[config.mk]
export PLATFORM = sky130hd
export DESIGN_NAME = countdown_timer_bank
export DESIGN_NICKNAME = d
export VERILOG_FILES = /design/src/sv/ctb_pkg.sv /design/src/sv/ctb_ram.sv /design/src/sv/countdown_timer_bank.sv
export VERILOG_INCLUDE_DIRS = /design/src /design/src/sv
export SDC_FILE = /design/constraint.sdc
export NUM_CORES = 1
export LEC_CHECK = 0
export BUFFER_PORTS_ARGS = -buffer_cell sky130_fd_sc_hd__buf_2
export CAP_MARGIN = 25
export CELL_PAD_IN_SITES_DETAIL_PLACEMENT = 1
export CELL_PAD_IN_SITES_GLOBAL_PLACEMENT = 1
export CORE_MARGIN = 3
export CORE_UTILIZATION = 50
export DETAILED_ROUTE_END_ITERATION = 8
export PLACE_DENSITY = 0.79
export SLEW_MARGIN = 0
export SYNTH_ARGS = -nofsm -noshare
export SYNTH_HDL_FRONTEND = slang
export SYNTH_HIERARCHICAL = 1
export SYNTH_SLANG_ARGS = --single-unit
[constraint.sdc]
create_clock -name clock -period 12.25 [get_ports clock]
set_input_delay 0.6125 -clock clock [delete_from_list [all_inputs] [get_ports clock]]
set_output_delay 0.6125 -clock clock [all_outputs]
set_load 0.01 [all_outputs]
[src/sv/countdown_timer_bank_assert.svh]
// Assertion macros for the countdown timer bank.
// Included by the top level; no other dependencies.
`ifndef COUNTDOWN_TIMER_BANK_ASSERT_SVH
`define COUNTDOWN_TIMER_BANK_ASSERT_SVH

`ifndef SYNTHESIS

// Checked at every rising clock edge, not checked while reset is high.
`define CTB_ASSERT_RST(label, clk, rst, prop) \
   label: assert property (@(posedge clk) disable iff (rst) prop) \
      else $error("countdown_timer_bank assertion failed");

// Checked at every rising clock edge, reset included.
`define CTB_ASSERT_ALWAYS(label, clk, prop) \
   label: assert property (@(posedge clk) prop) \
      else $error("countdown_timer_bank assertion failed");

`else

`define CTB_ASSERT_RST(label, clk, rst, prop)
`define CTB_ASSERT_ALWAYS(label, clk, prop)

`endif

`endif

[src/sv/ctb_pkg.sv]
// Shared constants and types of the countdown timer bank.
// No dependencies; used by the top level.
`default_nettype none

package ctb_pkg;

   localparam int TIMER_COUNT = 16;
   // Only timers 0..15 can be addressed by a request, so at most sixteen are live.
   localparam int ACTIVE_COUNT = (TIMER_COUNT < 16) ? TIMER_COUNT : 16;
   localparam int ADDR_W = (ACTIVE_COUNT > 1) ? $clog2(ACTIVE_COUNT) : 1;
   localparam int CNT_W = $clog2(ACTIVE_COUNT + 1);

   localparam int MODE_W = 2;
   localparam int INDEX_W = 4;
   localparam int SECONDS_W = 32;
   localparam int REQ_DATA_W = 40;
   localparam int RSP_DATA_W = 8;

   typedef logic [SECONDS_W-1:0] seconds_type;

   typedef enum logic [MODE_W-1:0] {
      MODE_TICK   = 2'd0,
      MODE_START  = 2'd1,
      MODE_CANCEL = 2'd2
   } mode_type;

   typedef enum logic [1:0] {
      ST_IDLE,
      ST_WALK,
      ST_FLUSH
   } state_type;

endpackage

`default_nettype wire

[src/sv/ctb_ram.sv]
// Generic simple dual-port RAM: one write port, one read port, registered read.
// No dependencies.
`default_nettype none

module ctb_ram #(
   parameter int WIDTH  = 32,
   parameter int DEPTH  = 16,
   parameter int ADDR_W = (DEPTH > 1) ? $clog2(DEPTH) : 1
) (
   input  wire logic              clock,
   input  wire logic              wr_en,
   input  wire logic [ADDR_W-1:0] wr_addr,
   input  wire logic [WIDTH-1:0]  wr_data,
   input  wire logic              rd_en,
   input  wire logic [ADDR_W-1:0] rd_addr,
   output logic      [WIDTH-1:0]  rd_data
);

   logic [WIDTH-1:0] mem_ff [DEPTH];
   logic [WIDTH-1:0] rd_data_ff;

   always_ff @(posedge clock) begin
      if (wr_en) begin
         mem_ff[wr_addr] <= wr_data;
      end
      if (rd_en) begin
         rd_data_ff <= mem_ff[rd_addr];
      end
   end

   assign rd_data = rd_data_ff;

endmodule

`default_nettype wire

[src/sv/countdown_timer_bank.sv]
// Countdown timer bank: start and cancel transactions are written to the RAM as they are accepted.
// A tick transaction walks the counter RAM one entry per cycle through its single read port,
// unless the output register is still full when an expiry must move on and the walk stalls.
// No new request is accepted until the tick is done.
// Reset clears the per-entry valid bits, so every timer reads as idle at once; no clear pass.
`default_nettype none

`include "countdown_timer_bank_assert.svh"

module countdown_timer_bank
   import ctb_pkg::*;
(
   input  wire logic                  clock,
   input  wire logic                  reset,
   // Request channel.
   input  wire logic                  req_tvalid,
   output logic                       req_tready,
   // [3:0] timer_index, [35:4] duration, [39:36] zero.
   input  wire logic [REQ_DATA_W-1:0] req_tdata,
   // [1:0] mode.
   input  wire logic [MODE_W-1:0]     req_tuser,
   // Response channel, one transaction per expired timer.
   output logic                       rsp_tvalid,
   input  wire logic                  rsp_tready,
   // [3:0] expired_timer, [7:4] zero.
   output logic [RSP_DATA_W-1:0]      rsp_tdata,
   // Marks the final expiry of a tick.
   output logic                       rsp_tlast
);

   // The remaining seconds of every timer live in one RAM. A valid bit per entry
   // tells whether the entry was written since reset; an unwritten entry reads as zero.
   //
   // A tick runs a two-stage walk: in each cycle the next entry is read while the entry
   // read in the cycle before is decremented and written back. The two stages always touch
   // different entries, and start or cancel writes happen only while idle, so no forwarding
   // is needed.
   //
   // An expiry is parked in a pending register until the walk knows whether another one
   // follows; only then is the last marker known. The parked expiry moves to the output
   // register when the next expiry shows up, or with the last marker in the flush state.
   // If the output register is still full at that point, the walk stalls: the RAM read is
   // held and nothing is written back.

   state_type              state_ff, state_in;
   logic [CNT_W-1:0]       rd_cnt_ff, rd_cnt_in;
   logic                   m_valid_ff, m_valid_in;
   logic [ADDR_W-1:0]      m_addr_ff, m_addr_in;
   logic                   rvld_ff, rvld_in;
   logic                   pend_valid_ff, pend_valid_in;
   logic [ADDR_W-1:0]      pend_idx_ff, pend_idx_in;
   logic                   rsp_valid_ff, rsp_valid_in;
   logic [INDEX_W-1:0]     rsp_idx_ff, rsp_idx_in;
   logic                   rsp_last_ff, rsp_last_in;
   logic [ACTIVE_COUNT-1:0] valid_ff, valid_in;

   logic                   ram_wr_en;
   logic [ADDR_W-1:0]      ram_wr_addr;
   seconds_type            ram_wr_data;
   logic                   ram_rd_en;
   logic [ADDR_W-1:0]      ram_rd_addr;
   seconds_type            ram_rd_data;

   mode_type               req_mode;
   logic [INDEX_W-1:0]     req_index;
   seconds_type            req_duration;
   logic                   req_in_bank;
   logic                   out_free;
   seconds_type            cur_seconds;
   logic                   cur_busy;
   logic                   cur_expire;
   logic                   stall;

   assign req_mode     = mode_type'(req_tuser);
   assign req_index    = req_tdata[INDEX_W-1:0];
   assign req_duration = req_tdata[INDEX_W+SECONDS_W-1:INDEX_W];
   assign req_in_bank  = {1'b0, req_index} < (INDEX_W+1)'(ACTIVE_COUNT);

   // The output register can take a new transaction when it is empty or draining.
   assign out_free = !rsp_valid_ff || rsp_tready;

   assign cur_seconds = rvld_ff ? ram_rd_data : '0;
   assign cur_busy    = cur_seconds != '0;
   assign cur_expire  = cur_seconds == SECONDS_W'(1);

   ctb_ram #(
      .WIDTH (SECONDS_W),
      .DEPTH (ACTIVE_COUNT)
   ) u_counters (
      .clock   (clock),
      .wr_en   (ram_wr_en),
      .wr_addr (ram_wr_addr),
      .wr_data (ram_wr_data),
      .rd_en   (ram_rd_en),
      .rd_addr (ram_rd_addr),
      .rd_data (ram_rd_data)
   );

   always_comb begin
      state_in      = state_ff;
      rd_cnt_in     = rd_cnt_ff;
      m_valid_in    = m_valid_ff;
      m_addr_in     = m_addr_ff;
      rvld_in       = rvld_ff;
      pend_valid_in = pend_valid_ff;
      pend_idx_in   = pend_idx_ff;
      rsp_valid_in  = rsp_valid_ff && !rsp_tready;
      rsp_idx_in    = rsp_idx_ff;
      rsp_last_in   = rsp_last_ff;
      valid_in      = valid_ff;
      ram_wr_en     = 1'b0;
      ram_wr_addr   = m_addr_ff;
      ram_wr_data   = cur_seconds - SECONDS_W'(1);
      ram_rd_en     = 1'b0;
      ram_rd_addr   = rd_cnt_ff[ADDR_W-1:0];
      stall         = 1'b0;

      unique case (state_ff)
         ST_IDLE: begin
            if (req_tvalid) begin
               case (req_mode) inside
                  MODE_TICK: begin
                     state_in  = ST_WALK;
                     rd_cnt_in = '0;
                  end
                  MODE_START, MODE_CANCEL: begin
                     // A start with zero duration stores zero, which is the same as a cancel.
                     if (req_in_bank) begin
                        ram_wr_en   = 1'b1;
                        ram_wr_addr = req_index[ADDR_W-1:0];
                        ram_wr_data = (req_mode == MODE_START) ? req_duration : '0;
                        valid_in[req_index[ADDR_W-1:0]] = 1'b1;
                     end
                  end
                  default: begin
                  end
               endcase
            end
         end

         ST_WALK: begin
            stall = m_valid_ff && cur_expire && pend_valid_ff && !out_free;
            if (!stall) begin
               // Write-back stage: idle counters need no write.
               if (m_valid_ff && cur_busy) begin
                  ram_wr_en           = 1'b1;
                  ram_wr_addr         = m_addr_ff;
                  valid_in[m_addr_ff] = 1'b1;
               end
               if (m_valid_ff && cur_expire) begin
                  if (pend_valid_ff) begin
                     rsp_valid_in = 1'b1;
                     rsp_idx_in   = INDEX_W'(pend_idx_ff);
                     rsp_last_in  = 1'b0;
                  end
                  pend_valid_in = 1'b1;
                  pend_idx_in   = m_addr_ff;
               end
               // Read stage.
               if (rd_cnt_ff < CNT_W'(ACTIVE_COUNT)) begin
                  ram_rd_en  = 1'b1;
                  rvld_in    = valid_ff[rd_cnt_ff[ADDR_W-1:0]];
                  m_valid_in = 1'b1;
                  m_addr_in  = rd_cnt_ff[ADDR_W-1:0];
                  rd_cnt_in  = rd_cnt_ff + CNT_W'(1);
               end else begin
                  m_valid_in = 1'b0;
                  if (!m_valid_ff) begin
                     state_in = ST_FLUSH;
                  end
               end
            end
         end

         ST_FLUSH: begin
            if (!pend_valid_ff) begin
               state_in = ST_IDLE;
            end else if (out_free) begin
               rsp_valid_in  = 1'b1;
               rsp_idx_in    = INDEX_W'(pend_idx_ff);
               rsp_last_in   = 1'b1;
               pend_valid_in = 1'b0;
               state_in      = ST_IDLE;
            end
         end

         default: begin
            state_in = ST_IDLE;
         end
      endcase
   end

   always_ff @(posedge clock) begin
      if (reset) begin
         state_ff      <= ST_IDLE;
         rd_cnt_ff     <= '0;
         m_valid_ff    <= 1'b0;
         pend_valid_ff <= 1'b0;
         rsp_valid_ff  <= 1'b0;
         valid_ff      <= '0;
      end else begin
         state_ff      <= state_in;
         rd_cnt_ff     <= rd_cnt_in;
         m_valid_ff    <= m_valid_in;
         pend_valid_ff <= pend_valid_in;
         rsp_valid_ff  <= rsp_valid_in;
         valid_ff      <= valid_in;
      end
   end

   // Payload registers carry no reset.
   always_ff @(posedge clock) begin
      m_addr_ff   <= m_addr_in;
      rvld_ff     <= rvld_in;
      pend_idx_ff <= pend_idx_in;
      rsp_idx_ff  <= rsp_idx_in;
      rsp_last_ff <= rsp_last_in;
   end

   assign req_tready = state_ff == ST_IDLE;
   assign rsp_tvalid = rsp_valid_ff;
   assign rsp_tdata  = {{(RSP_DATA_W-INDEX_W){1'b0}}, rsp_idx_ff};
   assign rsp_tlast  = rsp_last_ff;

   // An accepted tick always starts a walk.
   `CTB_ASSERT_RST(a_tick_starts_walk, clock, reset,
      (req_tvalid && req_tready && req_tuser == MODE_TICK) |=> (state_ff == ST_WALK))
   // No expiry is left parked once the bank is idle again.
   `CTB_ASSERT_RST(a_idle_no_pending, clock, reset, (state_ff == ST_IDLE) |-> !pend_valid_ff)
   // Start, cancel and unused requests never produce a response.
   `CTB_ASSERT_RST(a_no_rsp_from_idle, clock, reset,
      (state_ff == ST_IDLE && !rsp_valid_ff) |=> !rsp_valid_ff)
   // The read counter never runs past the bank.
   `CTB_ASSERT_ALWAYS(a_cnt_in_range, clock, reset || (rd_cnt_ff <= CNT_W'(ACTIVE_COUNT)))

endmodule

`default_nettype wire
# Word-level counts from Yosys, hierarchy flattened
# Memories as Yosys holds them, arrays and structs flattened. A register that Yosys moved wholly into a read port is not among the register bits.
# Cells that the tools add are included.
# op_classes
add_sub_neg,2
n_lt_le_gt_ge,6
eq_ne,19
mux,69
bitwise,3
n_reduce_logical,25
# ops
cell,n
32-bit 2-to-1 mux,6
16-bit 2-to-1 mux,5
4-bit 2-to-1 mux,9
"32-bit by 1-bit == test with 1-bit output, second input constant",1
16-bit OR,2
16-bit one-hot mux with 2 select lines,1
32-bit nonzero test,1
"32-bit by 1-bit subtractor with 32-bit output, second input constant",1
1-bit 2-to-1 mux,27
"2-bit inequality test, second input constant",11
5-bit 2-to-1 mux,4
6-bit AND reduction,3
"4-bit by 5-bit less-than comparator with 1-bit output, second input constant",3
2-bit 2-to-1 mux,7
5-bit one-hot mux with 2 select lines,1
3-bit AND reduction,3
1-bit demux with 4-bit select,2
"4-bit by 1-bit greater-or-equal comparator with 1-bit output, second input constant",2
1-bit one-hot mux with 2 select lines,4
4-bit one-hot mux with 2 select lines,1
1-bit logical AND,7
2-bit one-hot mux with 3 select lines,1
"5-bit by 1-bit adder with 5-bit output, second input constant",1
"5-bit less-than comparator, second input constant",1
13 further kinds,20
# totals
reg_bits,40
mem_bits_rw,512
inputBits,46
output_inout_bits,11
wordCells,136
n_memories,1
# mem_list
name,words,word_bits,read_ports,rd_clocked_by_memory_dff,write_ports,line_no,rtl
u_counters.mem_ff,16,32,1,1,1,ctb_ram.sv:19,logic [WIDTH-1:0] mem_ff [DEPTH];

# Logic depth before layout (Yosys ltp)
# Gate-level depths: netlist of the first run.
# logic_depth
ltp_word,9
ltp_mapped,11
depth_no_buf,8

# By module
# The synthesis of the first run kept the hierarchy.
# by_module_without_submodules
module,n_inst,cells_per_inst,area_each_um2,seq_area_each_um2
ctb_ram,1,838,20155.6,16335.7
countdown_timer_bank,1,424,3404.5,940.9

# Worst setup path before layout of the first run
# No wires, ideal clock.
# synth_path
path_kind,register -> register
start,register rvld_ff
end,"memory u_counters.mem_ff[0][0], enable pin"
setup_time_ps,461
t_arrival_ps,4631
t_required_ps,11789
slack_ps,7158
path_stages_with_launch,11
n_path_buf,3
period_less_slack_ps,5092
path_cell_list,edfxtp_1 clkbuf_8 clkbuf_1 clkbuf_1 nand2_1 ha_1 nand3_4 nor3_4 o21ai_0 or3b_2 nor3_1
# synth_via
elab_chain_cells,9
elab_cells_between_ends,12
cone_classes,eq/ne: 1; mux: 6; reduce/logical: 5
# synth_lines
element,line_no,rtl
start: declaration,countdown_timer_bank.sv:49,"logic rvld_ff, rvld_in;"
start signal: assignment,countdown_timer_bank.sv:214,rvld_ff <= rvld_in;
32-bit 2-to-1 mux (*),countdown_timer_bank.sv:82,assign cur_seconds = rvld_ff ? ram_rd_data : '0;
32-bit by 1-bit == test with 1-bit output,countdown_timer_bank.sv:84,assign cur_expire = cur_seconds == SECONDS_W'(1);
1-bit logical AND (3 in series),countdown_timer_bank.sv:142,stall = m_valid_ff && cur_expire && pend_valid_ff && !out_free;
1-bit 2-to-1 mux (*),countdown_timer_bank.sv:143,if (!stall) begin
1-bit one-hot mux with 2 select lines (*),countdown_timer_bank.sv:118,unique case (state_ff)
via ram_wr_en,countdown_timer_bank.sv:57,logic ram_wr_en;
1-bit 2-to-1 mux (*),ctb_ram.sv:23,if (wr_en) begin
1-bit 2-to-1 mux (implied by the code) (*),ctb_ram.sv:24,mem_ff[wr_addr] <= wr_data;
end: declaration,ctb_ram.sv:19,
# The timed path passes the listed nets; every way through them passes the cells marked *.

# Final worst setup path of the first run
# layout_path
start,"register u_counters.rd_data_ff[16], in the netlist u_counters/rd_data[16], read port of u_counters.mem_ff"
end,"memory u_counters.mem_ff[10][5], enable pin"
# layout_via
elab_chain_cells,9
elab_cells_between_ends,12
cone_classes,eq/ne: 1; mux: 6; reduce/logical: 5
# layout_lines
element,line_no,rtl
start: declaration,ctb_ram.sv:20,logic [WIDTH-1:0] rd_data_ff;
32-bit 2-to-1 mux (*),countdown_timer_bank.sv:82,
32-bit by 1-bit == test with 1-bit output,countdown_timer_bank.sv:84,
1-bit logical AND (3 in series),countdown_timer_bank.sv:142,
1-bit 2-to-1 mux (*),countdown_timer_bank.sv:143,
1-bit one-hot mux with 2 select lines (*),countdown_timer_bank.sv:118,
via ram_wr_en,countdown_timer_bank.sv:57,
1-bit 2-to-1 mux (*),ctb_ram.sv:23,
1-bit 2-to-1 mux (implied by the code) (*),ctb_ram.sv:24,
# Marked as above.

==> flow_summary.yaml, run 1 <==
global_route:
  grt_use_met1_pct: 34.5
  grt_use_met2_pct: 40.0
  grt_util_met3_pct: 4.74
  track_usage_pct: 24.9
  grt_pass1_wl_mm: 91.3
  grt.busiest_layer: "met2"
  antenna_found_initial: 0
  overflow: 0
  grt_pass1_vias: 13800
  grt_max_degree: 72
cts:
  postCtsSetupRepairBufs: 0
  numCtsBuffers: 56
  cts.path.max_buffers: 3
  htreeDepth: 2
  clk_pin_slew_worst_paths_ns: 0.07
  clockRootBuffer: "clkbuf_16"
  cts_hold_buffers: 0
  cts_num_sinks: 584
  cts_tree: "yes"
  clk_latency_ns: 0.61
  cts_resized: 0
timing:
  worstMarginPinSlew_ns: 1.10
  skew_ns: 0.0187
  slew_headroom_pct: 25.9
  final_max_slew_viol_count: 0
  finalSetupViolCount: 0
  hold_violations: 0
  fin_ws_ns: 7.99
  period_minus_slack_ns: 4.26
  finalSetupTns_ns: 0
  rsz0062_at_grt: "no"
  fmax_mhz: 235
  finalCritPeriodShare_pct: 34.8
yosys:
  synth_edf_count: 558
  synth_area_per_cell_um2: 18.7
  synth_area_um2: 23600
  yosysSeqAreaShare_pct: 73.3
  netlist_instances: 1262
  synth_warnings: 6
  synthArstFlopShare_pct: 0
  synth-seq-cells: 584
  yosysUniqueCellTypes: 70
  synthFlopType: "edfxtp_1"
setup_path:
  critPathMaxFanout: 19
  critPathLaunchType: "flop"
  cp-end-kind: "flop"
  required_ns: 12.56
  arrival_ns: 4.57
  crit_type: "reg -> reg"
worst_hold_path:
  min_path_type: "in -> reg"
power_and_ir_drop:
  p_per_area_nw_per_um2: 180
  leakagePower_nw: 8.23
  vdd_drop_max_uv: 144
placed_design:
  placedCellCount: 1884
  hpwlAfterDp_mm: 33.7
  dpl_worst_slack_ns: 7.75
  port_buffers: 48
  routabilityCongestion: 0.767
route:
  drtIter0Drc: 1848
  ant_nets: 0
  first_pass_iters: 5
  vias_per_cell: 6.59
  routedWlPerCell_um: 31.1
  routed_wl_mm: 62.2
  vias: 13200
  drc_errors: 0
run:
  maxCapViolations: 0
floorplanning:
  die_h_um: 223
  die-width_um: 223
  fp-row-count: 78
  coreArea_um2: 46000
  die_area_um2: 49800
  pin_count: 57
  floorplan.initialDensity_pct: 51.3
layout:
  final_cell_mix: "558 x edfxtp_1, 133 x mux4_2, 96 x nand2_1"
  nets: 1409
  diodes: 0
  drive_gt1_share_pct: 25.5
  fill_cells: 3991
  final_cells: 1998
  final_util_pct: 57.8
  syn_to_final_growth_pct: 12.8
  layout_commonest_cell: "edfxtp_1"
run_status:
  run_status: "complete, no violations"
flip-flops by register name, summed over array words and instances (netlist names):
| name | count |
|---|---|
| rd_cnt_ff | 5 |
| u_counters/mem_ff | 512 |
| m_valid_ff | 1 |
| rsp_tvalid | 1 |
| state_ff | 2 |
| valid_ff | 16 |
| rsp_idx_ff | 4 |
| rvld_ff | 1 |
| rsp_tlast | 1 |
| pend_idx_ff | 4 |
| u_counters/rd_data | 32 |
| pend_valid_ff | 1 |
| m_addr_ff | 4 |
synthesized netlist by cell type (3+ instances only):
master | number | share of area [%]
xor2_1 | 3 | 0.11
or4_1 | 6 | 0.19
and2_1 | 3 | 0.080
xnor2_1 | 5 | 0.19
o22ai_1 | 13 | 0.35
dfxtp_1 | 26 | 2.2
nor3_1 | 10 | 0.21
o41ai_1 | 5 | 0.19
a21oi_1 | 27 | 0.57
a22oi_1 | 64 | 2.0
or3_1 | 3 | 0.080
o32a_1 | 4 | 0.17
a221oi_1 | 5 | 0.19
or2_2 | 4 | 0.11
clkbuf_1 | 38 | 0.61
buf_2 | 7 | 0.15
buf_4 | 13 | 0.41
buf_1 | 10 | 0.16
edfxtp_1 | 558 | 71
nand3b_1 | 8 | 0.25
o21ai_0 | 22 | 0.47
ha_1 | 9 | 0.48
a31oi_1 | 10 | 0.27
o2bb2ai_1 | 11 | 0.41
nor2_1 | 40 | 0.64
o211ai_1 | 5 | 0.16
a31o_2 | 3 | 0.11
nand4_1 | 4 | 0.11
mux2i_1 | 4 | 0.17
a211oi_1 | 3 | 0.096
nor4_1 | 3 | 0.080
inv_1 | 9 | 0.14
nand2_1 | 96 | 1.5
a32oi_1 | 4 | 0.15
mux4_2 | 133 | 13
nor2b_1 | 4 | 0.11
nand3_1 | 26 | 0.55
o31ai_1 | 6 | 0.19
nand2b_1 | 12 | 0.32
o311ai_0 | 6 | 0.22
metal layers:
layer / routed length, µm / vias to the layer above
li1: - / 5403
met1: 24500 / 6950
met2: 30400 / 692
met3: 5320 / 130
met4: 1930 / 0
met5: 0 / -
power breakdown:
part	internal, mW	switching, mW	leakage, nW
registers	2.43	0.0508	5.29
clock network	0.926	0.720	0.824
logic	0.214	0.446	2.12
cell families after synthesis:
group	Yosys count	synth area share, %
DFF	584	73.3
other	1	0.0159
adders and majority gates	9	0.478
AOI/OAI and AO/OA	203	6.25
and+or+nand+nor	236	4.93
buffers and inverters	83	1.77
muxes	138	12.9
xor gates and xnor gates	8	0.297
critical path, stage by stage, from the launching register on:
cell	delay, ns
edfxtp_1	0.51
nor4_1	0.86
nand3b_1	0.28
o41ai_1	0.56
clkbuf_2	0.29
nand3_1	0.11
nand3_1	0.12
o21ai_0	0.19
nand3b_1	0.40
nor2_4	0.25
buf_4	0.35
per-stage QoR:
step / total power, mW / area [µm²] / hold WS, ns
2_1_floorplan: 2.91 / 23600 / 0.400
3_3_place_gp: 3.09 / 24700 / 0.403
3_5_place_dp: 3.15 / 24700 / 0.405
4_1_cts: 4.78 / 26400 / 0.329
5_1_grt: 4.95 / 26600 / 0.364
6_report: 4.79 / 26600 / 0.354
worst paths after layout:
| path | cells past startpoint | slack [ns] | to | from |
|---|---|---|---|---|
| max | 10 | 7.99 | u_counters/mem_ff[10][5]$_DFFE_PP_ | u_counters/rd_data[16]$_DFFE_PP_ |
| min | 3 | 0.35 | rsp_tvalid$_SDFF_PP0_ | rsp_tready |
| max reg2reg | 10 | 7.99 | u_counters/mem_ff[10][5]$_DFFE_PP_ | u_counters/rd_data[16]$_DFFE_PP_ |
| min reg2reg | 0 | 0.42 | rsp_idx_ff[3]$_DFFE_PP_ | pend_idx_ff[3]$_DFFE_PP_ |
layout make-up:
cell class	count	area (µm²)	share of cell area [%]
clock buffers	76	1480	5.56
clock inverters	26	239	0.899
inverters	9	33.8	0.127
multi-input cells	598	6030	22.7
flip-flops and latches	584	17300	65.0
well taps	600	751	2.83
repair buffers	105	758	2.85
Power figures use the tool's default switching activity.
==> inputs of run 2 (changes only) <==
==> constraint.sdc (replaced) <==
create_clock -name clock -period 4.1 [get_ports clock]
set_input_delay 0.205 -clock clock [delete_from_list [all_inputs] [get_ports clock]]
set_output_delay 0.205 -clock clock [all_outputs]
set_load 0.01 [all_outputs]
==> run 2 against run 1 <==
Die area unchanged. Via count decreased by 1.0%. First-iteration DRC count decreased by 15%. Largest cell class unchanged. Combinational power increased to 3.1 times the previous value. Cell area increased by 2.0%. Hold slack got worse by 0.27 ns. Critical path type unchanged. Largest power group unchanged. Worst setup slack got worse by 7.7 ns. Register-to-register slack got worse by 7.7 ns.
==> flow_summary.yaml, run 2 (synthesized netlist as in run 1, its figures left out) <==
run_status:
  run_status: "complete, no violations"
power_and_ir_drop:
  pwr-share-seq_pct: 51.2
  comb_power_share_pct: 14.1
  switching_power_mw: 3.68
  clockPowerShare_pct: 34.7
  leakagePower_nw: 8.45
  switching_share_pct: 25.4
  vdd_drop_max_uv: 386
  intPower_mw: 10.8
  p_per_area_nw_per_um2: 536
  total_power_mw: 14.5
floorplanning:
  pin_count: 57
  floorplan.initialDensity_pct: 51.3
  die_h_um: 223
  fp-row-count: 78
  die_area_um2: 49800
  coreArea_um2: 46000
  die-width_um: 223
route:
  ant_nets: 0
  routedWlPerCell_um: 30.4
  vias_per_cell: 6.47
  routed_wl_mm: 61.3
  drc_errors: 0
  drtIter0Drc: 1580
  vias: 13000
  first_pass_iters: 5
timing:
  slew_headroom_pct: 39.2
  final_max_slew_viol_count: 0
  fin_ws_ns: 0.300
  rsz0062_at_grt: "no"
  fmax_mhz: 263
  hold_violations: 0
  worstMarginPinSlew_ns: 0.912
  finalSetupViolCount: 0
  skew_ns: 0.0217
  period_minus_slack_ns: 3.80
  finalCritPeriodShare_pct: 92.7
cts:
  clk_latency_ns: 0.63
  htreeDepth: 2
  cts.path.max_buffers: 3
  cts_hold_buffers: 3
  cts_resized: 0
  cts_tree: "yes"
  clockRootBuffer: "clkbuf_16"
  numCtsBuffers: 58
  postCtsSetupRepairBufs: 0
  clk_pin_slew_worst_paths_ns: 0.06
  cts_num_sinks: 584
global_route:
  grt_pass1_vias: 13900
  overflow: 0
  antenna_found_initial: 0
  grt_pass1_wl_mm: 90.9
  grt_max_degree: 58
  track_usage_pct: 24.7
setup_path:
  cp-end-kind: "flop"
  critPathMaxFanout: 20
  crit_type: "reg -> reg"
  required_ns: 4.46
  rr_worst_depth: 9
  critPathLaunchType: "flop"
  arrival_ns: 4.16
layout:
  largest_register_ffs: 512
  final_util_pct: 59.0
  fill_cells: 3928
  regMostFlops: "u_counters/mem_ff"
  nets: 1431
  stdcell_area_um2: 27100
  syn_to_final_growth_pct: 15.0
  multi_input_area_um2: 6050
  layout_commonest_cell: "edfxtp_1"
  final_cell_mix: "558 x edfxtp_1, 133 x mux4_2, 96 x nand2_1"
  diodes: 0
  drive_gt1_share_pct: 26.7
  regArea_um2: 17300
placed_design:
  dpl_worst_slack_ns: 0.223
  routabilityCongestion: 0.800
  hpwlAfterDp_mm: 36.9
  placed_cell_area_um2: 25200
  port_buffers: 48
run:
  maxCapViolations: 0
worst_hold_path:
  whs_path_depth: 3
  min_path_type: "in -> reg"
run 2: cell count changes in the layout (fill, tap and decap cells not counted), sizes merged:
cell / before / now
clkinv: 19 / 23
dlygate4sd3: 0 / 3
clkinvlp: 2 / 0
buf: 103 / 122
inv: 10 / 12
clkbuf: 78 / 71
run 2: layer usage:
layer	GRT usage, %	wire [µm]	part of all wire, %	vias to the layer above
li1	-	-	-	5446
met1	33.5	24300	40	6875
met2	40.5	30100	49	574
met3	4.58	4620	7.5	147
met4	9.29	2360	3.9	0
met5	0	0	0	-
run 2: layout make-up:
cell class / instances / share of cell area [%]
Inverter: 9 / 0.125
Clock buffer: 71 / 5.61
Multi-Input combinational cell: 598 / 22.3
Sequential cell: 584 / 63.8
Tap cell: 600 / 2.77
Timing Repair Buffer: 125 / 4.42
Clock inverter: 30 / 0.947
run 2: final timing paths:
| path | start | endpoint | slack (ns) |
|---|---|---|---|
| max | u_counters/rd_data[24]$_DFFE_PP_ | u_counters/mem_ff[1][19]$_DFFE_PP_ | 0.30 |
| min | req_tdata[5] | u_counters/mem_ff[4][1]$_DFFE_PP_ | 0.08 |
| max reg2reg | u_counters/rd_data[24]$_DFFE_PP_ | u_counters/mem_ff[1][19]$_DFFE_PP_ | 0.30 |
| min reg2reg | pend_idx_ff[3]$_DFFE_PP_ | rsp_idx_ff[3]$_DFFE_PP_ | 0.42 |
run 2: power groups by stage:
stage	sequential (mW)	combinational (mW)	clock (mW)
finish	7.44	2.04	5.04
global placement	7.53	1.84	0
CTS	7.44	2.01	5.13
detailed placement	7.56	1.99	0
global route	7.46	2.20	5.37
floorplan	7.48	1.22	0
run 2: critical path, stage by stage (launching register included):
cell      delay (ns)
edfxtp_1        0.45
or4_4           0.60
or4_4           0.48
o41a_4          0.46
nor3_4          0.30
o21ai_0         0.27
or3b_2          0.43
nor2_4          0.13
buf_12          0.20
buf_4           0.21
run 2: stage by stage:
| stage | hold WS, ns | std cells | TNS (ns) |
|---|---|---|---|
| 6_report | 0.0836 | 2017 | 0 |
| 5_1_grt | 0.141 | 2017 | 0 |
| 3_5_place_dp | 0.405 | 1907 | 0 |
| 4_1_cts | 0.0979 | 2011 | 0 |
| 3_3_place_gp | 0.402 | 1900 | 0 |
| 2_1_floorplan | 0.400 | 1265 | -13.46 |
==> inputs of run 3 (changes only) <==
--- a/config.mk
+++ b/config.mk
@@ -6,6 +6,7 @@
 export SDC_FILE = /design/constraint.sdc
 export NUM_CORES = 1
 export LEC_CHECK = 0
+export ABC_AREA = 1
 export BUFFER_PORTS_ARGS = -buffer_cell sky130_fd_sc_hd__buf_2
 export CAP_MARGIN = 25
 export CELL_PAD_IN_SITES_DETAIL_PLACEMENT = 1
@@ -13,7 +14,7 @@
 export CORE_MARGIN = 3
 export CORE_UTILIZATION = 50
 export DETAILED_ROUTE_END_ITERATION = 8
-export PLACE_DENSITY = 0.79
+export PLACE_DENSITY = 0.85
 export SLEW_MARGIN = 0
 export SYNTH_ARGS = -nofsm -noshare
 export SYNTH_HDL_FRONTEND = slang
==> run 3 against run 2 <==
Synthesized cell count rose by 110%. Area after synthesis increased by 13%. Register-to-register slack lost 0.28 ns. Cell area rose by 9.4%. Worst setup slack got worse by 0.28 ns. Critical endpoint is now u_counters/mem_ff[12][23]$_DFFE_PP_. Highest routed layer unchanged.
==> flow_summary.yaml, run 3 <==
run_status:
  run_status: "complete, no violations"
yosys:
  synth-seq-cells: 584
  netlist_instances: 2659
  synthFlopType: "edfxtp_1"
  synth_area_per_cell_um2: 10.0
  synth_warnings: 6
  yosysUniqueCellTypes: 43
  yosysTopAreaCell: "edfxtp_1"
  synth_edf_count: 558
  synth_top_cell_area_share_pct: 62.9
  synth.most_common_cell: "nand2_1"
  synth_area_um2: 26600
  synth_area_leaders: "edfxtp_1 63%, nand2_1 12%, nand3_1 7.7%"
  yosysSeqAreaShare_pct: 64.9
  synthTopCellsByCount: "820 x nand2_1, 558 x edfxtp_1, 447 x inv_1, 408 x nand3_1"
  synthArstFlopShare_pct: 0
placed_design:
  hpwlAfterDp_mm: 47.2
  routabilityCongestion: 0.863
  placed_cell_area_um2: 27600
  dpl_worst_slack_ns: 0.291
  port_buffers: 48
  placedCellCount: 3321
power_and_ir_drop:
  vdd_drop_max_uv: 353
  switching_share_pct: 30.6
  comb_power_share_pct: 19.7
  p_per_area_nw_per_um2: 553
  total_power_mw: 16.4
  switching_power_mw: 5.00
  clockPowerShare_pct: 33.3
  leakagePower_nw: 12.4
  pwr-share-seq_pct: 47.0
  intPower_mw: 11.4
setup_path:
  r2r_slack_ns: 0.02
  arrival_ns: 4.39
  crit_type: "reg -> reg"
  critPathMaxFanout: 28
  required_ns: 4.41
  critPathLaunchType: "flop"
  cp-end-kind: "flop"
cts:
  cts_tree: "yes"
  clockRootBuffer: "clkbuf_16"
  cts.path.max_buffers: 3
  numCtsBuffers: 60
  clk_pin_slew_worst_paths_ns: 0.06
  htreeDepth: 2
  clk_latency_ns: 0.64
  cts_num_sinks: 584
floorplanning:
  coreArea_um2: 52000
  die_area_um2: 56000
  pin_count: 57
  floorplan.initialDensity_pct: 51.2
  fp-row-count: 83
  die_h_um: 237
  die-width_um: 237
timing:
  fmax_mhz: 245
  fin_hold_ws_ns: 0.0424
  period_minus_slack_ns: 4.08
  hold_violations: 0
  worstMarginPinSlew_ns: 1.05
  skew_ns: 0.0186
  finalSetupViolCount: 0
  slew_headroom_pct: 30.0
  finalCritPeriodShare_pct: 99.5
  fin_ws_ns: 0.0205
  final_max_slew_viol_count: 0
global_route:
  grt_use_met2_pct: 49.9
  overflow: 0
  track_usage_pct: 29.0
  grt.busiest_layer: "met2"
  grt_util_met3_pct: 4.32
  grt_pass1_vias: 21200
  grt_use_met1_pct: 36.4
  grt_pass1_wl_mm: 124
  antenna_found_initial: 1
  grt_max_degree: 139
layout:
  syn_to_final_growth_pct: 11.3
  final_cell_mix: "820 x nand2_1, 558 x edfxtp_1, 444 x inv_1"
  multi_input_area_um2: 6900
  nets: 2767
  fill_cells: 5652
  layout_commonest_cell: "nand2_1"
  largest_register_ffs: 512
  drive_gt1_share_pct: 9.88
  final_cells: 3442
  regArea_um2: 17300
  stdcell_area_um2: 29600
  diodes: 0
  regMostFlops: "u_counters/mem_ff"
route:
  vias_per_cell: 5.82
  routedWlPerCell_um: 24.2
  drtIter0Drc: 2217
  first_pass_iters: 5
  ant_nets: 0
  drc_errors: 0
  vias: 20000
  routed_wl_mm: 83.4
worst_hold_path:
  min_path_type: "in -> reg"
run:
  maxCapViolations: 0
-- run 3: cell types whose count changed in the layout (fill, tap and decap cells not counted), sizes merged, moves of 9 or more --
cell,previous run,this run
nand2,96,844
nand2b,12,0
mux4,133,0
a21oi,27,40
nor2,41,60
a22oi,64,0
inv,12,456
xor2,3,13
a31oi,10,1
o2bb2ai,12,0
nand4,4,23
o21ai,24,42
nand3,27,411
-- run 3: metrics by stage --
step / setup TNS [ns] / utilization, %
floorplan: 0 / -
global placement: 0 / 53.0
detailed placement: 0 / 53.1
CTS: 0 / 56.8
global route: -2.70 / 57.0
finish: 0 / 57.0
-- run 3: final timing paths --
check	cells after the start	from	to
min reg2reg	0	pend_idx_ff[2]$_DFFE_PP_	rsp_idx_ff[2]$_DFFE_PP_
max reg2reg	14	rvld_ff$_DFFE_PP_	u_counters/mem_ff[12][23]$_DFFE_PP_
min	2	reset	m_valid_ff$_SDFFE_PP0P_
max	14	rvld_ff$_DFFE_PP_	u_counters/mem_ff[12][23]$_DFFE_PP_
-- run 3: repair_timing --
item                                    4_1_cts  5_1_grt
buffers inserted                              0        5
resized for setup                             0        0
hold buffers                                  1        0
hold endpoints to repair                      1        0
endpoints found under the setup margin        0       24
-- run 3: cell type report --
cell class / instances / area share [%]
clock buffers: 72 / 5.29
inverters: 454 / 5.77
multi-input cells: 1492 / 23.3
flip-flops and latches: 584 / 58.3
well taps: 680 / 2.87
repair buffers: 120 / 3.32
clock inverters: 40 / 1.15
-- run 3: metal layers --
layer	wire length (µm)	up-vias
met3	6520	251
li1	-	8759
met2	41300	1003
met4	3860	0
met1	31700	10000
met5	0	-
-- run 3: cell families after synthesis --
family / count (synthesis) / synth area share, %
fa+ha+maj: 9 / 0.423
xor+xnor: 24 / 0.790
flops: 584 / 64.9
simple gates: 1345 / 21.9
other cells: 1 / 0.0141
compound gates: 110 / 2.31
buf+inv: 586 / 9.68
-- run 3: critical path, stage by stage (launching register included) --
cell      delay [ns]
edfxtp_1        0.57
buf_12          0.25
nand2_1         0.19
nand2_1         0.13
nor2_1          0.11
nand2_1         0.15
nor2_4          0.07
nand2_1         0.11
inv_2           0.07
nand2_2         0.11
nand2_2         0.07
o22ai_1         0.52
nand3_1         0.50
nor2_4          0.58
buf_12          0.31
-- run 3: power groups by stage --
stage / combinational [mW] / clock [mW] / sequential (mW)
5_1_grt: 3.51 / 5.75 / 7.72
2_1_floorplan: 2.06 / 0 / 7.75
3_3_place_gp: 2.83 / 0 / 7.78
3_5_place_dp: 3.08 / 0 / 7.81
4_1_cts: 3.14 / 5.47 / 7.69
6_report: 3.23 / 5.45 / 7.69
